--- config.mk ---
export PLATFORM = sky130hd
export DESIGN_NAME = mtrc_front
export DESIGN_NICKNAME = d
export VERILOG_FILES = /design/src/hw/rtl/mtrc_pkg.sv /design/src/hw/rtl/mtrc_front.sv
export SDC_FILE = /design/constraint.sdc
export NUM_CORES = 1
export LEC_CHECK = 0
export BUFFER_PORTS_ARGS = -buffer_cell sky130_fd_sc_hd__buf_2
export CAP_MARGIN = 20
export CORE_UTILIZATION = 60
export DETAILED_ROUTE_END_ITERATION = 6
export MAX_ROUTING_LAYER = met4
export PLACE_DENSITY = 0.91
export SLEW_MARGIN = 25
export SYNTH_ARGS = -nofsm -noshare
export SYNTH_HDL_FRONTEND = slang
export SYNTH_SLANG_ARGS = --single-unit
export TNS_END_PERCENT = 30
--- constraint.sdc ---
create_clock -name clk -period 13.05 [get_ports clk]
set_input_delay 1.305 -clock clk [delete_from_list [all_inputs] [get_ports clk]]
set_output_delay 1.305 -clock clk [all_outputs]
set_load 0.02 [all_outputs]
--- src/hw/rtl/mtrc_pkg.sv ---
// Shared types, constants and codes for the Modbus TCP response checker.
// No dependencies.
package mtrc_pkg;

  localparam int unsigned MaxFrameBytesDef = 260;

  localparam logic [1:0] KIND_READ  = 2'd0;
  localparam logic [1:0] KIND_WSGL  = 2'd1;
  localparam logic [1:0] KIND_WMUL  = 2'd2;

  localparam logic [7:0] FC_READ_HOLDING   = 8'h03;
  localparam logic [7:0] FC_WRITE_SINGLE   = 8'h06;
  localparam logic [7:0] FC_WRITE_MULTIPLE = 8'h10;
  localparam logic [7:0] EXC_BIT           = 8'h80;
  localparam logic [15:0] ANY_REGISTER     = 16'hFFFF;

  localparam logic [2:0] ST_OK     = 3'd0;
  localparam logic [2:0] ST_LENGTH = 3'd1;
  localparam logic [2:0] ST_PROTO  = 3'd2;
  localparam logic [2:0] ST_DATA   = 3'd3;
  localparam logic [2:0] ST_EXC    = 3'd4;
  localparam logic [2:0] ST_FUNC   = 3'd5;

  localparam logic [2:0] REG_KIND  = 3'd0;
  localparam logic [2:0] REG_TRANS = 3'd1;
  localparam logic [2:0] REG_UNIT  = 3'd2;
  localparam logic [2:0] REG_QTY   = 3'd3;
  localparam logic [2:0] REG_REG   = 3'd4;

  typedef struct packed {
    logic [1:0]  kind;
    logic [15:0] txn_id;
    logic [7:0]  unit_id;
    logic [6:0]  quantity;
    logic [15:0] register_addr;
  } cfg_t;

  typedef struct packed {
    logic [2:0]  status;
    logic [15:0] word;
    logic [15:0] extra_word;
    logic [6:0]  word_index;
    logic        is_final;
  } result_t;

endpackage

--- src/hw/rtl/mtrc_front.sv ---
// Front part: captures MBAP header fields per byte and classifies each byte
// into a streamed word, a final verdict or nothing. Depends on mtrc_pkg.
module mtrc_front #(
  parameter int unsigned MAX_FRAME_BYTES = mtrc_pkg::MaxFrameBytesDef
) (
  input  logic              clk,
  input  logic              rst_n,
  input  mtrc_pkg::cfg_t    cfg,
  input  logic              byte_valid,
  input  logic [7:0]        rx_byte,
  input  logic              frame_end,
  output logic              res_valid,
  output mtrc_pkg::result_t res
);
  import mtrc_pkg::*;

  localparam int PW = $clog2(MAX_FRAME_BYTES + 2);
  localparam logic [PW-1:0] MAXP = PW'(MAX_FRAME_BYTES);

  logic [PW-1:0] pos_r, pos_nxt;
  logic [15:0] tid_r, tid_nxt, hlen_r, hlen_nxt, addr_r, addr_nxt;
  logic        pnz_r, pnz_nxt;
  logic [7:0]  uid_r, uid_nxt, fc_r, fc_nxt, dbc_r, dbc_nxt, pend_r, pend_nxt;
  logic [6:0]  we_r, we_nxt;

  logic        captured, pair_done;
  logic [PW-1:0] p, len;
  logic [15:0] pair;
  logic [7:0]  base;
  logic        base_bad;
  logic [15:0] len_m6, hl_p1;

  always_comb begin
    pos_nxt = pos_r; tid_nxt = tid_r; pnz_nxt = pnz_r; hlen_nxt = hlen_r;
    uid_nxt = uid_r; fc_nxt = fc_r; dbc_nxt = dbc_r; addr_nxt = addr_r;
    pend_nxt = pend_r; we_nxt = we_r;
    captured = 1'b0; pair_done = 1'b0;
    p = pos_r;
    pair = {pend_r, rx_byte};
    res_valid = 1'b0;
    res = '0;
    base = 8'h00; base_bad = 1'b0;
    len = pos_r;
    len_m6 = '0; hl_p1 = '0;
    if (byte_valid) begin
      if (pos_r <= MAXP) begin
        pos_nxt = pos_r + 1'b1;
        captured = pos_r < MAXP;
      end
      len = pos_nxt;
      if (captured) begin
        if (p == PW'(0) || p == PW'(1)) tid_nxt = {tid_r[7:0], rx_byte};
        if ((p == PW'(2) || p == PW'(3)) && rx_byte != 8'd0) pnz_nxt = 1'b1;
        if (p == PW'(4) || p == PW'(5)) hlen_nxt = {hlen_r[7:0], rx_byte};
        if (p == PW'(6)) uid_nxt = rx_byte;
        if (p == PW'(7)) fc_nxt = rx_byte;
        if (p == PW'(8)) begin
          dbc_nxt = rx_byte; addr_nxt = {8'd0, rx_byte};
        end
        if (p == PW'(9)) addr_nxt = {addr_r[7:0], rx_byte};
        // Word pairs complete at positions 10, 12, 14 and so on.
        pair_done = (p >= PW'(10)) && !p[0];
        pend_nxt = rx_byte;
      end
      if (!frame_end) begin
        if (captured && cfg.kind == KIND_READ && pair_done) begin
          res_valid = 1'b1;
          res.word = pair;
          res.word_index = we_r;
          we_nxt = we_r + 7'd1;
        end
      end else begin
        res_valid = 1'b1;
        res.is_final = 1'b1;
        case (cfg.kind)
          KIND_READ: base = FC_READ_HOLDING;
          KIND_WSGL: base = FC_WRITE_SINGLE;
          KIND_WMUL: base = FC_WRITE_MULTIPLE;
          default:   base_bad = 1'b1;
        endcase
        len_m6 = 16'(len) - 16'd6;
        hl_p1 = hlen_nxt + 16'd1;
        if (len < PW'(8) || len > MAXP) res.status = ST_LENGTH;
        else if (pnz_nxt) res.status = ST_PROTO;
        else if (len_m6 != hl_p1) res.status = ST_LENGTH;
        else if (cfg.txn_id != 16'd0 && tid_nxt != cfg.txn_id) res.status = ST_DATA;
        else if (cfg.unit_id != 8'd0 && uid_nxt != cfg.unit_id) res.status = ST_DATA;
        else if (base_bad) res.status = ST_FUNC;
        else if (fc_nxt == (base | EXC_BIT)) res.status = ST_EXC;
        else if (fc_nxt != base) res.status = ST_FUNC;
        else if (cfg.kind == KIND_READ) begin
          if (16'(len) != 16'd9 + {8'd0, dbc_nxt}) res.status = ST_LENGTH;
          else if (dbc_nxt[0]) res.status = ST_DATA;
          else if (cfg.quantity != 7'd0 && dbc_nxt != {cfg.quantity, 1'b0})
            res.status = ST_DATA;
          else begin
            res.word = (captured && pair_done) ? pair : 16'd0;
            res.word_index = dbc_nxt[7:1];
          end
        end else if (len != PW'(12)) res.status = ST_LENGTH;
        else if (cfg.kind == KIND_WSGL) begin
          if (cfg.register_addr != ANY_REGISTER && addr_nxt != cfg.register_addr)
            res.status = ST_DATA;
          else res.word = pair;
        end else begin
          res.word = addr_nxt;
          res.extra_word = pair;
        end
        pos_nxt = '0; tid_nxt = '0; pnz_nxt = 1'b0; hlen_nxt = '0; uid_nxt = '0;
        fc_nxt = '0; dbc_nxt = '0; addr_nxt = '0; pend_nxt = '0; we_nxt = '0;
      end
    end
  end

  always_ff @(posedge clk) begin
    if (!rst_n) begin
      pos_r <= '0; tid_r <= '0; pnz_r <= 1'b0; hlen_r <= '0; uid_r <= '0;
      fc_r <= '0; dbc_r <= '0; addr_r <= '0; pend_r <= '0; we_r <= '0;
    end else begin
      pos_r <= pos_nxt; tid_r <= tid_nxt; pnz_r <= pnz_nxt; hlen_r <= hlen_nxt;
      uid_r <= uid_nxt; fc_r <= fc_nxt; dbc_r <= dbc_nxt; addr_r <= addr_nxt;
      pend_r <= pend_nxt; we_r <= we_nxt;
    end
  end
endmodule

### After elaboration in Yosys (flattened, before gate mapping)

Index checks and enable logic that the tools add are counted.

| storage, ports and cells | value |
|---|---|
| memories | 0 |
| logic and storage cells | 159 |
| input port bits | 61 |
| bits in read-only memories | 0 |
| RAM bits | 0 |
| bits in latches | 0 |
| register bits | 97 |
| output and inout port bits | 44 |

| operators by class | value |
|---|---|
| divide/modulo/power cells | 0 |
| shift-type cells | 0 |
| add/sub/neg operators | 5 |
| reduce and logical (&&, ||, !) cells | 25 |
| mux-type cells | 93 |
| $mul | 0 |
| $lt $le $gt $ge | 5 |
| equality and inequality tests | 21 |
| bitwise logic cells | 0 |

Operators with widths:

| operator | number |
|---|---|
| $mux W16 | 24 |
| $mux W39 | 8 |
| $mux W8 | 16 |
| $mux W7 | 8 |
| $ne A16 B16 Y1 | 3 |
| $mux W43 | 1 |
| $eq A9 B3 Y1 const B | 4 |
| $mux W3 | 11 |
| $mux W32 | 1 |
| $mux W9 | 3 |
| $ne A8 B8 Y1 | 3 |
| $mux W19 | 1 |
| $eq A9 B2 Y1 const B | 2 |
| $eq A9 B4 Y1 const B | 2 |
| $add A16 B1 Y16 const B | 1 |
| $ne A16 B16 Y1 const B | 1 |
| $reduce_bool A16 Y1 | 1 |
| $reduce_bool A8 Y1 | 2 |
| $mux W1 | 15 |
| $pmux W5 S3 | 1 |
| $sub A9 B3 Y10 const B | 1 |
| $add A4 B8 Y9 const A | 1 |
| $add A9 B1 Y9 const B | 1 |
| $eq A9 B1 Y1 const B | 1 |
| 21 further kinds | 37 |

### Depth between registers and ports, before layout

| depth | value |
|---|---|
| depth in word-level cells | 21 |
| gate-level depth with buffers | 19 |
| mapped depth without buffers | 16 |

### Worst setup path after synthesis

Ideal clock, no wire load.

| timing | value |
|---|---|
| path kind | reg2out |
| start | reg pos_r[0], in the netlist p[0] |
| end | out res[41] in the netlist's numbering |
| buffers on the path | 3 |
| data required time | 11.745 ns |
| cell stages (with the launch flop) | 20 |
| data arrival time | 4.931 ns |
| path slack | 6.814 ns |
| cell sequence | dfxtp_1 inv_1 ha_1 or2_2 clkbuf_1 nand3_1 clkbuf_1 nand2_1 o21ai_0 ha_1 nand4_1 nor4_1 xnor2_1 mux2i_1 or4_1 o22a_1 nor3_1 buf_2 a21oi_1 nor4_1 |

RTL lines:

| element | line | RTL |
|---|---|---|
| from (decl) | mtrc_front.sv:20 | `logic [PW-1:0] pos_r, pos_nxt;` |
| from (signal assigned) | mtrc_front.sv:120 | `pos_r <= pos_nxt; tid_r <= tid_nxt; pnz_r <= pnz_nxt; hlen_r <= hlen_nxt;` |
| to (decl) | mtrc_front.sv:13 | `output mtrc_pkg::result_t res` |

==> key figures <==
Yosys
  • Post-synth EDFFs: 0
  • Cell Area, Synth: 8546 sq um
  • Syn Inst Count: 1116
  • Syn avg cell area: 7.657 sq um
  • Yosys warns: 0
  • Post-synthesis sequential area ratio: 0.2272
  • Distinct cells, synth: 77
  • Post-synth top area share: 0.2272
  • Primary FF master, synth: dfxtp_1
  • Top cells by area, synth: dfxtp_1, xnor2_1, nor2b_1
  • Synth Register Bits: 97
  • Post-synth ARST share: 0
  • Post-Syn Nets: 1185
  • Synth area leader: dfxtp_1

Clock network
  • CTS H-tree lvls: 3
  • Clock Tree Buf Depth: 2
  • Root Buffer: clkbuf_16
  • Clock sink count: 97
  • Hold Buf Count CTS: 0
  • CTS tree: yes
  • Worst skew pair latency: 0.37 ns
  • Clk slew on worst S/H paths: 0.08 ns
  • Post-CTS setup buffer count: 0
  • TritonCTS buffer count: 9
  • # resized after CTS: 0

Routing
  • Post-Route M1 WL: 11.26 mm
  • ANT nets after route: 0
  • DR WL met3: 3.410 mm
  • DRT iter0 DRCs: 1378
  • Avg WL per Cell: 21.32 um
  • Top layer in use: met4
  • Drt first pass iters: 6
  • Residual DRC: 0
  • Met2 wire length: 12.40 mm
  • Via count: 9378
  • Total Wirelength: 28.63 mm
  • Vias per cell: 6.983

Global routing
  • GRT overflow: 0
  • First-pass GRT wire length: 43.82 mm
  • Total track usage: 0.3935
  • Initial antenna violation count: 0
  • Largest net degree at the start of global routing: 93
  • Vias in the first global route: 8306

Placement
  • I/O Buffers: 104
  • HPWL Detailed: 19.98 mm
  • Post-Place Cells: 1327
  • RD Place Congestion: 1.016

Pwr
  • Worst vdd ir: 0.06696 mV
  • Power density cells: 74.39 nW/um^2
  • Total power: 695.5 uW
  • Leak pwr: 0.003285 uW

Timing
  • Setup TNS: 0 ns
  • Rel. slew slack: 0.2552
  • Final setup vio count: 0
  • Tmin final: 7.797 ns
  • Unrepaired setup endpoints after global routing: false
  • WHS: 0.5264 ns
  • Worst Max-Slew Pin Slew: 1.107 ns
  • Fmax: 128.2 MHz
  • Final Hold Fails: 0
  • Clock skew: 0.01541 ns
  • Slew Limit Fails: 0
  • Tcrit/Tclk final: 0.5975

Worst setup path
  • CP arrival: 6.49 ns
  • Most frequent CP cell: nor3b_1
  • R2R cell count: 7
  • CP Class: register to primary output
  • Reg2reg end: we_r[0]
  • CP endpoint: res[38]
  • Setup crit end kind: primary output
  • Top Family by Delay on Critical Path: simple AND/OR/NAND/NOR gates
  • Data required time of the critical path: 11.74 ns
  • Max Fanout on Critical Path: 19
  • Worst flop-to-flop path startpoint: p[5]
  • CP startpoint: p[2]
  • CP startpoint kind: register
  • Crit-path slowest cell: a2111oi_4
  • Crit path cell chain: nor3b_1 > nand3_1 > o21ai_0 > ha_1 > nand4_1 > o21a_1 > o211ai_1 > nor3b_1 > xnor2_1 > or3_4 > a2111oi_4 > nand4_2 > o21ai_1 > buf_2
  • Reg2reg setup slack: 9.57 ns
  • Max stage delay on crit path: 0.93 ns
  • Buffer and inverter count on the worst path: 1
  • Instance count on the critical path: 14

Finish
  • Area growth syn-to-layout: 9.400%
  • Layout cells sized above 1: 0.1393
  • FILL cells: 1171
  • Final core occ: 0.6735
  • Register area: 1942 sq um
  • Antenna Cells: 0
  • Area of the multi-input gates: 6067 sq um
  • Nets@finish: 1227
  • Non-Filler Instances: 1343

Die
  • Initial Utilization: 0.6156
  • Core Region: 13880 sq um
  • Die ar.: 14720 sq um
  • Die height: 121.3 um
  • Row cnt: 43
  • Die Wd: 121.3 um
  • Io pins: 105

Hold path
  • Hold WC Path Type: register to register

Job
  • # Max-Cap Violations: 0

Outcome
  • Status: finished, final reports clean
-- tightest hold or removal path, stage by stage, from the launching register on --
cell     delay [ns]
dfxtp_1        0.33
a32oi_1        0.07
nor2b_1        0.10
-- metrics by stage --
stage	worst slack [ns]	cell area, sq um
final	5.253	9349
after global routing	4.998	9349
after CTS	5.489	9345
after detailed placement	5.889	9032
after global placement	6.049	9022
after floorplan	6.814	8546
-- state kept, by name, summed over array words and instances, names as in the netlist --
register  cells
pnz_r         1
we_r          7
fc_r          8
tid_r        16
addr_r       16
p             9
uid_r         8
dbc_r         8
pend_r        8
hlen_r       16
-- cells in the final DEF, fill, tap and decap left out, drive strengths merged, types with 27 or more instances in the layout --
cell type | netlist | layout
buf | 16 | 113
dfxtp | 97 | 97
nor2b | 81 | 81
xnor2 | 71 | 71
nor2 | 58 | 58
inv | 55 | 57
and2 | 55 | 55
a22oi | 53 | 53
nand3 | 50 | 50
o21ai | 44 | 44
nand2 | 42 | 42
nor3 | 36 | 36
nand4 | 33 | 33
a21oi | 33 | 33
o22ai | 27 | 27
-- how the worst min path moves through the flow --
| stage | from | end | cells after the start |
|---|---|---|---|
| final | fc_r[5] | fc_r[5] | 2 |
| after global routing | fc_r[5] | fc_r[5] | 2 |
| after CTS | pnz_r | pnz_r | 2 |
| after detailed placement | pnz_r | pnz_r | 2 |
| after global placement | fc_r[5] | fc_r[5] | 2 |
| after floorplan | pnz_r | pnz_r | 2 |
-- logic make-up after synthesis --
| kind of cell | after synthesis | share of synthesized area |
|---|---|---|
| fa+ha+maj | 8 | 0.01171 |
| simple gates | 478 | 0.3302 |
| flops | 97 | 0.2272 |
| mux | 30 | 0.03587 |
| compound gates | 268 | 0.2242 |
| xor+xnor | 96 | 0.1048 |
| buf+inv | 139 | 0.06603 |
-- Yosys cell counts (all sizes together), types with 7 or more instances --
| cell | count |
|---|---|
| a31oi | 8 |
| or2 | 7 |
| clkbuf | 66 |
| buf | 16 |
| and3 | 15 |
| and2 | 55 |
| a22oi | 53 |
| inv | 55 |
| o22ai | 27 |
| or3 | 9 |
| nand4 | 33 |
| xor2 | 21 |
| o21ai | 44 |
| dfxtp | 97 |
| mux2i | 25 |
| nor2 | 58 |
| a32oi | 23 |
| xnor2 | 71 |
| a41oi | 16 |
| nor3b | 12 |
| nand2b | 14 |
| nor3 | 36 |
| nor2b | 81 |
| nand2 | 42 |
| a21oi | 33 |
| ha | 8 |
| o31ai | 17 |
| nand3 | 50 |
| nor4 | 25 |
| or4 | 16 |
-- cell type report --
class	count	share of cell area
multi-input cells	880	0.6490
flip-flops and latches	97	0.2077
repair buffers	113	0.06290
clock buffers	12	0.02744
well taps	180	0.02409
inverters	57	0.02289
clock inverters	4	0.006022
-- layer usage --
metal / vias up / GRT usage
li1: 4218 / -
met1: 4322 / 0.5010
met2: 682 / 0.5778
met3: 156 / 0.08271
met4: 0 / 0.2184
met5: - / -
-- report_power, final --
part | internal, uW | switching [uW]
combinational | 34.4 | 67.0
clock | 161 | 131
sequential | 298 | 3.47
No activity file was read; power rests on OpenSTA's default activity.
